$ cat config.mk
export PLATFORM = sky130hd
export DESIGN_NAME = free_list_fit_allocator
export DESIGN_NICKNAME = d
export VERILOG_FILES = /design/src/design/fla_pkg.sv /design/src/design/fla_ctrl.sv /design/src/design/fla_dpath.sv /design/src/design/free_list_fit_allocator.sv
export SDC_FILE = /design/constraint.sdc
export NUM_CORES = 1
export LEC_CHECK = 0
export ABC_AREA = 1
export BUFFER_PORTS_ARGS = -buffer_cell sky130_fd_sc_hd__buf_2
export CAP_MARGIN = 25
export CORE_ASPECT_RATIO = 0.9
export CORE_MARGIN = 10
export CORE_UTILIZATION = 63
export CTS_CLUSTER_SIZE = 30
export DETAILED_ROUTE_END_ITERATION = 6
export PLACE_DENSITY = 0.78
export SLEW_MARGIN = 20
export SYNTH_ARGS = -nofsm -noshare
export SYNTH_HDL_FRONTEND = slang
export SYNTH_SLANG_ARGS = --single-unit
$ cat constraint.sdc
create_clock -name clock -period 4.15 [get_ports clock]
set_input_delay 0.2075 -clock clock [delete_from_list [all_inputs] [get_ports clock]]
set_output_delay 0.2075 -clock clock [all_outputs]
set_load 0.01 [all_outputs]
$ cat src/design/fla_pkg.sv
package fla_pkg;

   // Width of the address and size fields on the ports
   localparam int FIELD_W = 16;
   // Width of the free-entry count on the response
   localparam int COUNT_OUT_W = 5;
   // Pool size after reset
   localparam logic [FIELD_W-1:0] POOL_RESET = 16'd4096;

   // Capacity of the free list
   localparam int MAX_FREE_BLOCKS = 16;
   // Width of stored region starts and lengths
   localparam int ADDR_WIDTH = 16;

   // Configuration register indexes
   localparam logic CSR_FIT  = 1'b0;
   localparam logic CSR_POOL = 1'b1;

   // Request kinds
   localparam logic OP_ALLOC = 1'b0;
   localparam logic OP_FREE  = 1'b1;

   typedef enum logic [1:0] {
      FIT_BEST  = 2'd0,
      FIT_WORST = 2'd1,
      FIT_FIRST = 2'd2,
      FIT_NEXT  = 2'd3
   } fit_type;

   typedef enum logic [1:0] {
      ST_ALLOC = 2'd0,
      ST_NOFIT = 2'd1,
      ST_FREED = 2'd2,
      ST_FULL  = 2'd3
   } resp_code_type;

   // Commands from the controller to the datapath
   typedef struct packed {
      logic init_wr;       // rebuild the list as one region
      logic accept;        // latch the incoming request
      logic free_commit;   // append a freed region
      logic alloc_reject;  // answer no block fits
      logic mod_start;     // start reducing the next-fit position
      logic mod_step;      // one remainder step
      logic scan_start;    // set up the search
      logic scan_rd;       // read one entry for the search
      logic take;          // allocate from the chosen entry
      logic shift_rd;      // move one entry down
      logic rsp_load;      // load the response register
   } ctrl_cmd_type;

   // Status from the datapath to the controller
   typedef struct packed {
      logic pool_wr;
      logic is_free;
      logic alloc_trivial;
      logic use_mod;
      logic mod_done;
      logic scan_last;
      logic found;
      logic exact;
      logic tail;
      logic shift_last;
      logic rsp_free;
   } ctrl_status_type;

endpackage

$ cat src/design/fla_ctrl.sv
module fla_ctrl
   import fla_pkg::*;
(
   input  logic            clock,
   input  logic            reset,
   input  logic            req_tvalid,
   output logic            req_tready,
   input  ctrl_status_type st,
   output ctrl_cmd_type    cmd
);

   typedef enum logic [9:0] {
      S_INIT   = 10'b0000000001,
      S_IDLE   = 10'b0000000010,
      S_CHECK  = 10'b0000000100,
      S_MOD    = 10'b0000001000,
      S_SETUP  = 10'b0000010000,
      S_SCAN   = 10'b0000100000,
      S_LAST   = 10'b0001000000,
      S_DECIDE = 10'b0010000000,
      S_SHIFT  = 10'b0100000000,
      S_DONE   = 10'b1000000000
   } state_type;

   state_type state_ff;
   state_type state_in;

   assign req_tready = (state_ff == S_IDLE) && !st.pool_wr;

   // Sequence one request at a time
   always_comb begin
      cmd      = '0;
      state_in = state_ff;
      case (state_ff)
         S_INIT: begin
            cmd.init_wr = 1'b1;
            if (!st.pool_wr) begin
               state_in = S_IDLE;
            end
         end
         S_IDLE: begin
            if (st.pool_wr) begin
               state_in = S_INIT;
            end else if (req_tvalid) begin
               cmd.accept = 1'b1;
               state_in   = S_CHECK;
            end
         end
         S_CHECK: begin
            if (st.is_free) begin
               cmd.free_commit = 1'b1;
               state_in        = S_DONE;
            end else if (st.alloc_trivial) begin
               cmd.alloc_reject = 1'b1;
               state_in         = S_DONE;
            end else if (st.use_mod) begin
               cmd.mod_start = 1'b1;
               state_in      = S_MOD;
            end else begin
               state_in = S_SETUP;
            end
         end
         S_MOD: begin
            cmd.mod_step = 1'b1;
            if (st.mod_done) begin
               state_in = S_SETUP;
            end
         end
         S_SETUP: begin
            cmd.scan_start = 1'b1;
            state_in       = S_SCAN;
         end
         S_SCAN: begin
            cmd.scan_rd = 1'b1;
            if (st.scan_last) begin
               state_in = S_LAST;
            end
         end
         S_LAST: begin
            state_in = S_DECIDE;
         end
         S_DECIDE: begin
            if (!st.found) begin
               cmd.alloc_reject = 1'b1;
               state_in         = S_DONE;
            end else begin
               cmd.take = 1'b1;
               if (st.exact && !st.tail) begin
                  state_in = S_SHIFT;
               end else begin
                  state_in = S_DONE;
               end
            end
         end
         S_SHIFT: begin
            cmd.shift_rd = 1'b1;
            if (st.shift_last) begin
               state_in = S_DONE;
            end
         end
         S_DONE: begin
            if (st.rsp_free) begin
               cmd.rsp_load = 1'b1;
               state_in     = S_IDLE;
            end
         end
         default: begin
            state_in = S_IDLE;
         end
      endcase
   end

   always_ff @(posedge clock) begin
      if (reset) begin
         state_ff <= S_INIT;
      end else begin
         state_ff <= state_in;
      end
   end

endmodule

$ cat src/design/fla_dpath.sv
module fla_dpath
   import fla_pkg::*;
(
   input  logic            clock,
   input  logic            reset,
   input  logic [31:0]     req_tdata,
   input  logic            req_tuser,
   input  logic            csr_wen,
   input  logic            csr_addr,
   input  logic [15:0]     csr_wdata,
   output logic            rsp_tvalid,
   input  logic            rsp_tready,
   output logic [23:0]     rsp_tdata,
   output logic [1:0]      rsp_tuser,
   input  ctrl_cmd_type    cmd,
   output ctrl_status_type st
);

   localparam int AW     = ADDR_WIDTH;
   localparam int IDX_W  = $clog2(MAX_FREE_BLOCKS);
   localparam int CNT_W  = $clog2(MAX_FREE_BLOCKS + 1);
   localparam int MCNT_W = $clog2(IDX_W + 1);

   typedef struct packed {
      logic [AW-1:0] start;
      logic [AW-1:0] len;
   } entry_type;

   // Free list storage
   entry_type mem_ram [MAX_FREE_BLOCKS];
   entry_type rd_data_ff;
   logic             mem_we;
   logic [IDX_W-1:0] mem_waddr;
   entry_type        mem_wdata;
   logic             mem_re;
   logic [IDX_W-1:0] mem_raddr;

   // Configuration and list state
   fit_type            fit_ff,   fit_in;
   logic [FIELD_W-1:0] pool_ff,  pool_in;
   logic [CNT_W-1:0]   count_ff, count_in;
   logic [IDX_W-1:0]   pos_ff,   pos_in;

   // Latched request
   logic          op_ff,    op_in;
   logic [AW-1:0] start_ff, start_in;
   logic [AW-1:0] size_ff,  size_in;

   // Remainder unit for the next-fit start
   logic [CNT_W-1:0]  r_ff,    r_in;
   logic [IDX_W-1:0]  sh_ff,   sh_in;
   logic [MCNT_W-1:0] mcnt_ff, mcnt_in;
   logic [CNT_W:0]    trial;

   // Search
   logic [IDX_W-1:0] addr_ff,     addr_in;
   logic [CNT_W-1:0] scnt_ff,     scnt_in;
   logic             rdv_ff,      rdv_in;
   logic [IDX_W-1:0] rd_idx_ff,   rd_idx_in;
   logic             found_ff,    found_in;
   logic [IDX_W-1:0] ch_idx_ff,   ch_idx_in;
   logic [AW-1:0]    ch_start_ff, ch_start_in;
   logic [AW-1:0]    ch_len_ff,   ch_len_in;
   logic             better;

   // Shift-down
   logic [IDX_W-1:0] k_ff,     k_in;
   logic             wpend_ff, wpend_in;
   logic [IDX_W-1:0] waddr_ff, waddr_in;

   // Result and response
   resp_code_type          res_code_ff,  res_code_in;
   logic [AW-1:0]          res_addr_ff,  res_addr_in;
   logic                   rsp_valid_ff, rsp_valid_in;
   resp_code_type          rsp_code_ff,  rsp_code_in;
   logic [FIELD_W-1:0]     rsp_addr_ff,  rsp_addr_in;
   logic [COUNT_OUT_W-1:0] rsp_cnt_ff,   rsp_cnt_in;

   assign trial = {r_ff, sh_ff[IDX_W-1]};

   // Pick the candidate under the current fit rule
   always_comb begin
      better = 1'b0;
      if (rdv_ff && (rd_data_ff.len >= size_ff)) begin
         if (!found_ff) begin
            better = 1'b1;
         end else begin
            case (fit_ff)
               FIT_BEST:  better = (rd_data_ff.len < ch_len_ff);
               FIT_WORST: better = (rd_data_ff.len > ch_len_ff);
               default:   better = 1'b0;
            endcase
         end
      end
   end

   always_comb begin
      fit_in       = fit_ff;
      pool_in      = pool_ff;
      count_in     = count_ff;
      pos_in       = pos_ff;
      op_in        = op_ff;
      start_in     = start_ff;
      size_in      = size_ff;
      r_in         = r_ff;
      sh_in        = sh_ff;
      mcnt_in      = mcnt_ff;
      addr_in      = addr_ff;
      scnt_in      = scnt_ff;
      rdv_in       = cmd.scan_rd;
      rd_idx_in    = addr_ff;
      found_in     = found_ff;
      ch_idx_in    = ch_idx_ff;
      ch_start_in  = ch_start_ff;
      ch_len_in    = ch_len_ff;
      k_in         = k_ff;
      wpend_in     = 1'b0;
      waddr_in     = waddr_ff;
      res_code_in  = res_code_ff;
      res_addr_in  = res_addr_ff;
      rsp_valid_in = rsp_valid_ff;
      rsp_code_in  = rsp_code_ff;
      rsp_addr_in  = rsp_addr_ff;
      rsp_cnt_in   = rsp_cnt_ff;
      mem_we       = 1'b0;
      mem_waddr    = '0;
      mem_wdata    = '0;
      mem_re       = 1'b0;
      mem_raddr    = '0;

      // Take configuration writes
      if (csr_wen) begin
         if (csr_addr == CSR_FIT) begin
            fit_in = fit_type'(csr_wdata[1:0]);
         end else begin
            pool_in = csr_wdata;
         end
      end

      // Rebuild the list as one region at zero
      if (cmd.init_wr) begin
         mem_we          = 1'b1;
         mem_waddr       = '0;
         mem_wdata.start = '0;
         mem_wdata.len   = AW'(pool_ff);
         count_in        = (AW'(pool_ff) != '0) ? CNT_W'(1) : '0;
         pos_in          = '0;
      end

      // Latch the request
      if (cmd.accept) begin
         op_in    = req_tuser;
         start_in = AW'(req_tdata[15:0]);
         size_in  = AW'(req_tdata[31:16]);
      end

      // Append a freed region unless empty or the list is full
      if (cmd.free_commit) begin
         res_addr_in = '0;
         res_code_in = ST_FREED;
         if (size_ff != '0) begin
            if (count_ff == CNT_W'(MAX_FREE_BLOCKS)) begin
               res_code_in = ST_FULL;
            end else begin
               mem_we          = 1'b1;
               mem_waddr       = count_ff[IDX_W-1:0];
               mem_wdata.start = start_ff;
               mem_wdata.len   = size_ff;
               count_in        = count_ff + CNT_W'(1);
            end
         end
      end

      if (cmd.alloc_reject) begin
         res_code_in = ST_NOFIT;
         res_addr_in = '0;
      end

      // Reduce the next-fit position modulo the count, one bit a cycle
      if (cmd.mod_start) begin
         sh_in   = pos_ff;
         r_in    = '0;
         mcnt_in = MCNT_W'(IDX_W);
      end
      if (cmd.mod_step) begin
         if (trial >= {1'b0, count_ff}) begin
            r_in = CNT_W'(trial - {1'b0, count_ff});
         end else begin
            r_in = CNT_W'(trial);
         end
         sh_in   = sh_ff << 1;
         mcnt_in = mcnt_ff - MCNT_W'(1);
      end

      // Walk the list, circularly from the start point
      if (cmd.scan_start) begin
         addr_in  = (fit_ff == FIT_NEXT) ? r_ff[IDX_W-1:0] : '0;
         scnt_in  = '0;
         found_in = 1'b0;
      end
      if (cmd.scan_rd) begin
         mem_re    = 1'b1;
         mem_raddr = addr_ff;
         if (CNT_W'(addr_ff) + CNT_W'(1) == count_ff) begin
            addr_in = '0;
         end else begin
            addr_in = addr_ff + IDX_W'(1);
         end
         scnt_in = scnt_ff + CNT_W'(1);
      end
      if (better) begin
         found_in    = 1'b1;
         ch_idx_in   = rd_idx_ff;
         ch_start_in = rd_data_ff.start;
         ch_len_in   = rd_data_ff.len;
      end

      // Carve from the chosen entry, or drop it when used up
      if (cmd.take) begin
         res_code_in = ST_ALLOC;
         res_addr_in = ch_start_ff;
         if (fit_ff == FIT_NEXT) begin
            if (CNT_W'(ch_idx_ff) + CNT_W'(1) == count_ff) begin
               pos_in = '0;
            end else begin
               pos_in = ch_idx_ff + IDX_W'(1);
            end
         end
         if (ch_len_ff == size_ff) begin
            count_in = count_ff - CNT_W'(1);
            k_in     = ch_idx_ff;
         end else begin
            mem_we          = 1'b1;
            mem_waddr       = ch_idx_ff;
            mem_wdata.start = ch_start_ff + size_ff;
            mem_wdata.len   = ch_len_ff - size_ff;
         end
      end

      // Move later entries down: read one ahead, write it in the following cycle
      if (cmd.shift_rd) begin
         mem_re    = 1'b1;
         mem_raddr = k_ff + IDX_W'(1);
         wpend_in  = 1'b1;
         waddr_in  = k_ff;
         k_in      = k_ff + IDX_W'(1);
      end
      if (wpend_ff) begin
         mem_we    = 1'b1;
         mem_waddr = waddr_ff;
         mem_wdata = rd_data_ff;
      end

      // Hold the response until taken
      if (rsp_tready) begin
         rsp_valid_in = 1'b0;
      end
      if (cmd.rsp_load) begin
         rsp_valid_in = 1'b1;
         rsp_code_in  = res_code_ff;
         rsp_addr_in  = FIELD_W'(res_addr_ff);
         rsp_cnt_in   = COUNT_OUT_W'(count_ff);
      end
   end

   // Status toward the controller
   always_comb begin
      st.pool_wr       = csr_wen && (csr_addr == CSR_POOL);
      st.is_free       = (op_ff == OP_FREE);
      st.alloc_trivial = (size_ff == '0) || (count_ff == '0);
      st.use_mod       = (fit_ff == FIT_NEXT);
      st.mod_done      = (mcnt_ff == MCNT_W'(1));
      st.scan_last     = (scnt_ff + CNT_W'(1) == count_ff);
      st.found         = found_ff;
      st.exact         = (ch_len_ff == size_ff);
      st.tail          = (CNT_W'(ch_idx_ff) + CNT_W'(1) == count_ff);
      st.shift_last    = (CNT_W'(k_ff) + CNT_W'(1) == count_ff);
      st.rsp_free      = !rsp_valid_ff || rsp_tready;
   end

   // List memory: one write and one registered read per cycle
   always_ff @(posedge clock) begin
      if (mem_we) begin
         mem_ram[mem_waddr] <= mem_wdata;
      end
      if (mem_re) begin
         rd_data_ff <= mem_ram[mem_raddr];
      end
   end

   always_ff @(posedge clock) begin
      if (reset) begin
         fit_ff       <= FIT_BEST;
         pool_ff      <= POOL_RESET;
         count_ff     <= '0;
         pos_ff       <= '0;
         rdv_ff       <= 1'b0;
         found_ff     <= 1'b0;
         wpend_ff     <= 1'b0;
         rsp_valid_ff <= 1'b0;
      end else begin
         fit_ff       <= fit_in;
         pool_ff      <= pool_in;
         count_ff     <= count_in;
         pos_ff       <= pos_in;
         rdv_ff       <= rdv_in;
         found_ff     <= found_in;
         wpend_ff     <= wpend_in;
         rsp_valid_ff <= rsp_valid_in;
      end
   end

   always_ff @(posedge clock) begin
      op_ff       <= op_in;
      start_ff    <= start_in;
      size_ff     <= size_in;
      r_ff        <= r_in;
      sh_ff       <= sh_in;
      mcnt_ff     <= mcnt_in;
      addr_ff     <= addr_in;
      scnt_ff     <= scnt_in;
      rd_idx_ff   <= rd_idx_in;
      ch_idx_ff   <= ch_idx_in;
      ch_start_ff <= ch_start_in;
      ch_len_ff   <= ch_len_in;
      k_ff        <= k_in;
      waddr_ff    <= waddr_in;
      res_code_ff <= res_code_in;
      res_addr_ff <= res_addr_in;
      rsp_code_ff <= rsp_code_in;
      rsp_addr_ff <= rsp_addr_in;
      rsp_cnt_ff  <= rsp_cnt_in;
   end

   assign rsp_tvalid = rsp_valid_ff;
   assign rsp_tuser  = rsp_code_ff;
   assign rsp_tdata  = {3'b000, rsp_cnt_ff, rsp_addr_ff};

endmodule

$ cat src/design/free_list_fit_allocator.sv
// Free-list allocator: keeps up to MAX_FREE_BLOCKS free regions and answers
// each request with exactly one response. An allocate (req_tuser 0) searches
// the list by the fit rule in register 0 (best, worst, first or next fit) and
// carves the region from the front of the chosen entry; a free (req_tuser 1)
// appends the region as given, without merging, unless it is empty or the
// list is full. Writing register 1 while idle rebuilds the list as one region
// of pool_size units at zero, as happens right after reset, before the block
// takes a request; req_tready stays low in the cycle of that write.
// Requests are handled one at a time through a list memory with one read and
// one write port, one entry read per cycle. A free is answered without a
// search. An allocate reads all N list entries, after reducing the start
// position modulo N under next fit, and then moves later entries down when
// an entry is used up exactly. A finished response waits in an output
// register while the block goes back to take the next request.
module free_list_fit_allocator
   import fla_pkg::*;
(
   input  logic        clock,
   input  logic        reset,
   input  logic        req_tvalid,
   output logic        req_tready,
   input  logic [31:0] req_tdata,   // block_start[15:0], block_size[31:16]
   input  logic        req_tuser,   // operation
   output logic        rsp_tvalid,
   input  logic        rsp_tready,
   output logic [23:0] rsp_tdata,   // address[15:0], free_blocks[20:16], zero fill
   output logic [1:0]  rsp_tuser,   // status
   input  logic        csr_wen,
   input  logic        csr_addr,
   input  logic [15:0] csr_wdata
);

   ctrl_cmd_type    cmd;
   ctrl_status_type st;

   fla_ctrl u_ctrl (
      .clock      (clock),
      .reset      (reset),
      .req_tvalid (req_tvalid),
      .req_tready (req_tready),
      .st         (st),
      .cmd        (cmd)
   );

   fla_dpath u_dpath (
      .clock      (clock),
      .reset      (reset),
      .req_tdata  (req_tdata),
      .req_tuser  (req_tuser),
      .csr_wen    (csr_wen),
      .csr_addr   (csr_addr),
      .csr_wdata  (csr_wdata),
      .rsp_tvalid (rsp_tvalid),
      .rsp_tready (rsp_tready),
      .rsp_tdata  (rsp_tdata),
      .rsp_tuser  (rsp_tuser),
      .cmd        (cmd),
      .st         (st)
   );

endmodule

Yosys cells after proc, flatten, opt, wreduce, memory -nomap -nowiden
Memories as Yosys holds them, arrays and structs flattened. A register that Yosys moved wholly into a read port is not among the register bits.
Index checks and enable logic that the tools add are counted.
Cells by class
  $add $sub $neg: 13
  multipliers: 0
  divide/modulo/power cells: 0
  magnitude comparators: 4
  equality and inequality tests: 25
  shift operators: 0
  mux-type cells: 102
  bitwise gates (word level): 1
  reduce and logical (&&, ||, !) cells: 27
Operators by type and width (count)
  two-way mux 32 bit: 6
  two-way mux 10 bit: 11
  case mux 10 bit (10 select lines): 1
  two-way mux 4 bit: 21
  two-way mux 16 bit: 4
  two-way mux 5 bit: 12
  two-way mux 1 bit: 42
  nonzero test 16 bit: 2
  == test 5 bit: 4
  adder 16 bit: 1
  == test 16 bit: 1
  greater-or-equal comparator 16 bit: 1
  > comparator 16 bit: 1
  logical NOT 16 bit: 1
  less-than comparator 16 bit: 1
  subtractor 16 bit: 1
  adder 4 x 1 -> 5 bit (second input constant): 3
  nonzero test 2 bit: 7
  adder 4 x 1 -> 4 bit (second input constant): 3
  adder 5 x 1 -> 5 bit (second input constant): 2
  == test 10 x 1 -> 1 bit (second input constant): 1
  == test 10 bit (second input constant): 1
  == test 10 x 2 -> 1 bit (second input constant): 1
  == test 10 x 3 -> 1 bit (second input constant): 1
  29 further kinds: 43
Storage, ports and cells
  register bits after elaboration: 184
  latch bits: 0
  memory bits (writable): 512
  bits in read-only memories: 0
  input bits: 55
  output and inout port bits: 28
  word-level logic and storage cells: 203
  memories: 1
Memory list
  u_dpath.mem_ram: words 16, width 32, rd ports 1, clocked after memory_dff 1, wr ports 1, RTL line fla_dpath.sv:30  | entry_type mem_ram [MAX_FREE_BLOCKS];

Longest topological paths before layout
Gate-level depths: netlist of run 1.
  depth in word-level cells: 11
  mapped depth: 15
  mapped depth without buffers: 14

Hierarchy
Synthesis of run 1 repeated with hierarchy kept, for this count alone.
Second synthesis, totals
  cell total of the unflattened synthesis: 2811
  area, all modules: 32489.9 um^2
By module, submodules not included
  fla_dpath: instances 1, cells each 2674, area each 31620.3 um^2, sequential area each 21180.3 um^2
  fla_ctrl: instances 1, cells each 137, area each 869.6 um^2, sequential area each 200.2 um^2

Worst setup path before layout of run 1
Ideal clock, no wire load.
  path kind: reg-to-reg
  start: register u_dpath.size_ff[10]
  end: memory u_dpath.mem_ram[12][0] (netlist name), enable pin
  arrival: 3214 ps
  required time: 3729 ps
  path slack: 515 ps
  cell stages (with the launch flop): 13
  buffers on the path: 0
  cell sequence: edfxtp_1 inv_1 ha_1 nand2_1 nor2_1 nand2_1 nor2_1 nor2_4 nor2_1 nand2_1 o21ai_1 nand2_1 nor2_1
On the way
  word-level cells in the longest chain between the ends: 8
  elaborated cells on any way between the ends: 14
  classes of those cells: 1 x eq/ne; 12 x mux; 1 x reduce/logical
Ends and longest elaborated chain
  from (decl): RTL line fla_dpath.sv:47  | logic [AW-1:0] size_ff, size_in;
  from (signal assigned): RTL line fla_dpath.sv:316  | size_ff <= size_in;
  nonzero test 16 bit: RTL line fla_dpath.sv:161  | if (size_ff != '0) begin
  two-way mux 1 bit: RTL line fla_dpath.sv:161
  two-way mux 1 bit: RTL line fla_dpath.sv:158  | if (cmd.free_commit) begin
  two-way mux 1 bit: RTL line fla_dpath.sv:229  | if (ch_len_ff == size_ff) begin
  two-way mux 1 bit: RTL line fla_dpath.sv:219  | if (cmd.take) begin
  two-way mux 1 bit: RTL line fla_dpath.sv:248  | if (wpend_ff) begin
  two-way mux 1 bit: RTL line fla_dpath.sv:283  | if (mem_we) begin
  two-way mux 1 bit (not written as such): RTL line fla_dpath.sv:284  | mem_ram[mem_waddr] <= mem_wdata;
  to (decl): RTL line fla_dpath.sv:30
Several ways; a longest one is shown, not always the timed one.

Worst setup path after layout of run 1
  start: register u_dpath.size_ff[1]
  end: memory u_dpath.mem_ram[5][17] (netlist name), enable pin
Same word-level chain as after synthesis.

==> metrics.txt, run 1 <==
placed insts=3996; CP required=4.41 ns; fmax=268 MHz; failing checks=design-rule violations; fraction of layout cells with a size suffix above 1=under 10%; post-route setup TNS=0 ns; outcome=finished, violations left; CTS clock-pin slew for the worst setup and hold paths=~0.060 ns; Vias per Instance=6.18; first-pass GRT wire length=152 mm; MaxCap Viol Count=0; H-Tree Depth=3; IO Count=83; CTS tree=built; DP HPWL=approximately 63 mm; # setup viols final=0; drt pass-1 iters=7; Syn Std Cell Area=34200 µm²; vias in the first global route=24600; Critical Path Sink Type=register; detailed-route via count=25800; Setup Skew=roughly 0.026 ns; Starting Density=64.1%; Mapped Avg Cell Area=10.3 µm²; Finished Layout Cells=4180; async set-reset flop share out of synthesis=0%; CP delay by family, top=simple AND/OR/NAND/NOR gates; Hold Path Class=in -> reg; Buf/Inv on CP=2; Setup Crit Path Kind=reg -> reg; CTS sink cnt=728; number of synthesized flops with an enable pin=between 600 and 700; WL/cell=24.2 µm; Core Region=53400 µm²; most frequent cells in the layout=806 x nand2_1, 680 x edfxtp_1, 535 x nand3_1, 323 x inv_1, 195 x nand3b_1; Synth Flop Type=edfxtp_1; RSZ-0062 raised after global routing=false; Routed Antenna Nets=0; IO buf count=79; Clk Latency, worst-skew pair=0.63 ns; largest net degree at the start of global routing=161; Syn-to-layout area delta=12.7%; FP Rows=80; Antenna Cells=0; #FFs+latches synth=around 730; # DRC=1; All-Layer GR Usage=31.6%; final total power=0.0163 W; most common cell after layout, fill and taps aside=nand2_1; Longest Clk Path Bufs=3; routability cong.=between 0.9 and 1; Die ar.=64000 µm²; PwrDens=423 nW/µm²; post-synth cell types=51; max_slew headroom=between 20 and 30%; leakage=15.8 nW; gr ovfl total=0; slowest library cell on the worst path=buf_4; yosys warns=0; Max stage delay on crit path=0.51 ns; CP cell instances=inv_1 -> ha_1 -> nand2_1 -> nor2_1 -> nand3_1 -> nor2_1 -> nor2_4 -> nor2_1 -> nand2_1 -> o21ai_1 -> nand2_1 -> nor2_4 -> buf_4; Max FO, Critical Path=32; CTS Buf Count=73; worst-margin pin slew=1.08 ns; Hold Violations, Final=0; Die H=241 µm; final wirelength=101 mm; CP startpoint kind=register; Cells after Synth=3316; fin. max-slew vios=0; Tcrit/Tclk final=89.8%; final core utilization=72.2%; nets=3564; Max VDD drop=497 µV; register area share after synthesis=62.5%; drt initial violations=3934; Fillers=3613; initial antenna violation count=3; Worst Path Arrival=3.99 ns; Clock Root Buffer=clkbuf_16; Final min period=around 3.7 ns; die width=266 µm
timing repair:
| item | CTS | global route |
|---|---|---|
| hold buffers | 56 | 0 |
| resized for setup | 0 | 0 |
| endpoints found under the hold margin | 63 | 0 |
| setup buffers | 0 | 0 |
Yosys cell counts (12+ instances only):
| library cell | number | area (µm²) |
|---|---|---|
| a21oi_1 | 104 | 521 |
| buf_2 | 59 | 295 |
| buf_4 | 12 | 90.1 |
| clkbuf_1 | 71 | 267 |
| dfxtp_1 | 48 | 961 |
| edfxtp_1 | 680 | 20400 |
| ha_1 | 76 | 951 |
| inv_1 | 324 | 1220 |
| nand2_1 | 806 | 3030 |
| nand3_1 | 535 | 2680 |
| nand3b_1 | 195 | 1460 |
| nand4_1 | 19 | 119 |
| nor2_1 | 159 | 597 |
| o21ai_0 | 69 | 345 |
| xor2_1 | 14 | 123 |
final timing paths:
path	startpoint	slack (ns)	cells past startpoint	to
worst max-delay path	u_dpath.size_ff[1]$_DFFE_PP_	0.42	13	u_dpath.mem_ram[5][17]$_DFFE_PP_
worst min-delay path	req_tvalid	0.04	3	u_dpath.op_ff$_DFFE_PP_
worst max register to register	u_dpath.size_ff[1]$_DFFE_PP_	0.42	13	u_dpath.mem_ram[5][17]$_DFFE_PP_
worst min register to register	u_dpath.rd_idx_ff[2]$_DFF_P_	0.41	0	u_dpath.ch_idx_ff[2]$_DFFE_PP_
per-layer routing:
metal | track usage (%) | wire, µm | up-vias
met2 | 48.6 | 45400 | 1762
met4 | 10.3 | 3220 | 6
li1 | - | - | 11600
met5 | 0 | 40 | -
met1 | 43.8 | 39800 | 12200
met3 | 7.64 | 12600 | 225
area by class of cell:
type / instances / area [µm²] / share of cell area, %
Inverter: 333 / 1250 / 3.24
Clock buffer: 87 / 1930 / 5.01
Clock inverter: 41 / 445 / 1.16
Tap cell: 697 / 872 / 2.26
Sequential cell: 728 / 21400 / 55.5
Timing Repair Buffer: 199 / 1690 / 4.38
Multi-Input combinational cell: 2095 / 11000 / 28.4
worst register-to-register path: stages (launching register included):
cell      delay [ns]
edfxtp_1        0.45
inv_1           0.17
ha_1            0.39
nand2_1         0.07
nor2_1          0.09
nand3_1         0.11
nor2_1          0.38
nor2_4          0.12
nor2_1          0.30
nand2_1         0.10
o21ai_1         0.19
nand2_1         0.30
nor2_4          0.17
buf_4           0.51
state kept, by name, summed over array words and instances (netlist names), 3 cells and up:
name                 flops
u_dpath.res_addr_ff     16
u_dpath.addr_ff          4
u_dpath.ch_start_ff     16
u_dpath.start_ff        16
u_dpath.rsp_addr_ff     16
u_dpath.pool_ff         16
u_dpath.scnt_ff          5
u_dpath.sh_ff            4
u_dpath.count_ff         5
u_dpath.pos_ff           4
u_dpath.mcnt_ff          3
u_dpath.rd_data_ff      32
u_dpath.mem_ram        512
u_dpath.k_ff             4
u_dpath.size_ff         16
u_ctrl.state_ff         10
u_dpath.ch_len_ff       16
u_dpath.rsp_cnt_ff       5
u_dpath.ch_idx_ff        4
u_dpath.rd_idx_ff        4
u_dpath.r_ff             5
u_dpath.waddr_ff         4
where the power goes:
| part | total [W] | switching (W) | internal, W | leakage (nW) |
|---|---|---|---|---|
| sequential | 0.00827 | 0.0000868 | 0.00818 | 7.12 |
| combinational | 0.00142 | 0.00101 | 0.000414 | 7.55 |
| clock | 0.00661 | 0.00283 | 0.00378 | 1.16 |
through the flow:
stage / hold slack (ns) / setup WS, ns / instance area [µm²]
after floorplan: 0.286 / 0.515 / 34200
after global placement: 0.385 / 0.516 / 35500
after detailed placement: 0.386 / 0.429 / 35600
after CTS: 0.00770 / 0.407 / 38500
after global routing: 0.0342 / 0.199 / 38500
final: 0.0364 / 0.423 / 38500
cell families (layout without fill, tap and decap cells):
| logic type | Yosys count | after routing | share of synthesized area, % |
|---|---|---|---|
| DFF | 728 | 728 | 62.5 |
| muxes | 1 | 1 | 0.0293 |
| and+or+nand+nor | 1757 | 1757 | 24.0 |
| buffers and inverters | 495 | 660 | 5.98 |
| AOI/OAI and AO/OA | 230 | 230 | 3.81 |
| adders and majority gates | 79 | 79 | 2.96 |
| other | 1 | 3 | 0.0110 |
| xor gates and xnor gates | 25 | 25 | 0.641 |
Note: power is estimated with default switching activity, not from simulation.
==> inputs of run 2 (changes only) <==
--- a/config.mk
+++ b/config.mk
@@ -14,6 +14,7 @@
 export CTS_CLUSTER_SIZE = 30
 export DETAILED_ROUTE_END_ITERATION = 6
 export PLACE_DENSITY = 0.78
+export RECOVER_POWER = 50
 export SLEW_MARGIN = 20
 export SYNTH_ARGS = -nofsm -noshare
 export SYNTH_HDL_FRONTEND = slang
==> metrics.txt, run 2 (same netlist as run 1, synthesis figures left out) <==
outcome=finished, violations left; failing checks=design-rule violations, max-capacitance violations, max-slew violations; detailed-route via count=26000 (+0.47%); WL/cell=24.2 µm (about the same); Setup Skew=0.0286 ns (+0.00235 ns); # DRC=5 (+4); MaxCap Viol Count=2 (+2); DP HPWL=63.3 mm (unchanged); CP cell instances=nor2_1 -> nand2_1 -> nor3_1 -> nand2_4 -> nor2_1 -> clkinv_1 -> nand3_1 -> nand2_1 -> o21ai_0 -> nand2_1 -> nor2_4 -> buf_4; max_slew headroom=-31.1% (-59 points); cell mode on critical path=nand2_1; Clk Latency, worst-skew pair=0.63 ns (about the same); Clock Power Share=40.6% (about the same); RSZ-0062 raised after global routing=false; Vias per Instance=6.21 (+0.47%); Final min period=3.85 ns (+0.119 ns); CP delay by family, top=simple AND/OR/NAND/NOR gates; drt initial violations=3836 (-2.5%); leakage=15.6 nW (-1.2%); Largest regs=u_dpath.mem_ram x512, u_dpath.rd_data_ff x32; switch share=24.1% (about the same); worst-margin pin slew=1.97 ns (+0.883 ns); Flop pwr share=50.8% (about the same); Critical Path Sink Type=register; Max VDD drop=498 µV (about the same); IO buf count=79 (unchanged); H-Tree Depth=3 (unchanged); Setup Crit Path Kind=reg -> reg; die width=266 µm (unchanged); fraction of layout cells with a size suffix above 1=6.86% (-2.1 points); Die H=241 µm (unchanged); max reg flops=512 (unchanged); routability cong.=0.956 (unchanged); Hold Path Class=in -> reg; fmax=260 MHz (-3.1%); Worst Path Arrival=4.11 ns (+0.12 ns); Core Region=53400 µm² (unchanged); Syn-to-layout area delta=12.1%; Tcrit/Tclk final=92.7% (+2.9 points); Routed Antenna Nets=0 (unchanged); CTS clock-pin slew for the worst setup and hold paths=0.07 ns (about the same); largest net degree at the start of global routing=161 (unchanged); CP startpoint kind=register; most frequent cells in the layout=808 x nand2_1, 680 x edfxtp_1, 536 x nand3_1, 325 x inv_1, 195 x nand3b_1; Comb pwr share=8.6% (about the same); Post-Layout Inst Area=38300 µm² (-0.49%); dpl cell area=35600 µm² (unchanged); PwrDens=425 nW/µm² (+0.40%); CTS Buf Count=73 (unchanged); tightest hold margin=0.0867 ns (+0.0503 ns); CTS tree=built; IO Count=83 (unchanged); Max FO, Critical Path=32 (unchanged); fin. max-slew vios=41 (+41); drt pass-1 iters=7 (unchanged); nets=3564 (unchanged); final wirelength=101 mm (about the same); Die ar.=64000 µm² (unchanged); # setup viols final=0 (unchanged); postcts setup bufs=0 (unchanged); CTS sink cnt=728 (unchanged); most common cell after layout, fill and taps aside=nand2_1; first-pass GRT wire length=152 mm (unchanged); post-route setup TNS=0 ns (unchanged); P_int=0.0124 W (about the same); Starting Density=64.1% (unchanged); Antenna Cells=0 (unchanged); gr ovfl total=0 (unchanged); All-Layer GR Usage=31.6% (unchanged); Psw=0.00392 W (-0.12%); Max stage delay on crit path=0.80 ns (+0.29 ns); Buf/Inv on CP=2 (unchanged); CP required=4.41 ns (about the same); slowest library cell on the worst path=nor3_1; initial antenna violation count=3 (unchanged); final core utilization=71.9% (-0.35 points); vias in the first global route=24600 (unchanged); FP Rows=80 (unchanged); Hold Violations, Final=0 (unchanged); Clock Root Buffer=clkbuf_16; Top reg by flops=u_dpath.mem_ram; Longest Clk Path Bufs=3 (unchanged)
[run 2: worst min-delay path, delay by kind of cell]
| kind | cells | cell delay [ns] |
|---|---|---|
| buffers and inverters | 2 | 0.16 |
| and+or+nand+nor | 1 | 0.14 |
[run 2: worst paths after layout]
path                                    from                               end  slack [ns]  cells past startpoint
max          u_ctrl.state_ff[0]$_SDFFE_PP1P_  u_dpath.mem_ram[5][13]$_DFFE_PP_        0.30                     12
min                               req_tvalid           u_dpath.op_ff$_DFFE_PP_        0.09                      3
max reg2reg  u_ctrl.state_ff[0]$_SDFFE_PP1P_  u_dpath.mem_ram[5][13]$_DFFE_PP_        0.30                     12
min reg2reg     u_dpath.rd_idx_ff[2]$_DFF_P_    u_dpath.ch_idx_ff[2]$_DFFE_PP_        0.41                      0
[run 2: power by group through the flow]
stage	sequential [W]	combinational, W	clock [W]
floorplan	0.00838	0.000849	0
global placement	0.00842	0.00130	0
detailed placement	0.00842	0.00133	0
CTS	0.00827	0.00139	0.00665
global route	0.00828	0.00153	0.00695
finish	0.00827	0.00141	0.00661
[run 2: timing repair]
action	4_1_cts	5_1_grt
hold buffers	56	0
gates resized for setup	0	0
endpoints found under the hold margin	63	0
[run 2: routing by layer]
metal	track usage [%]	routed length (µm)	up-vias
li1	-	-	11600
met5	0	40	-
met3	7.64	12500	201
met1	43.8	39900	12400
met4	10.3	3140	6
met2	48.6	45500	1756
[run 2: cell type report]
cell class	count	area (µm²)
inverters	333	1250
well taps	697	872
flip-flops and latches	728	21400
multi-input cells	2095	10900
clock buffers	87	1930
fillers	3671	15000
clock inverters	41	445
repair buffers	199	1560
[run 2: stage by stage]
stage                     std cells  worst slack [ns]  power [W]
after global routing           4180             0.120     0.0168
after floorplan                3318             0.515    0.00923
after global placement         3994             0.516    0.00972
after CTS                      4180             0.407     0.0163
after detailed placement       3996             0.429    0.00975
final                          4180             0.304     0.0163
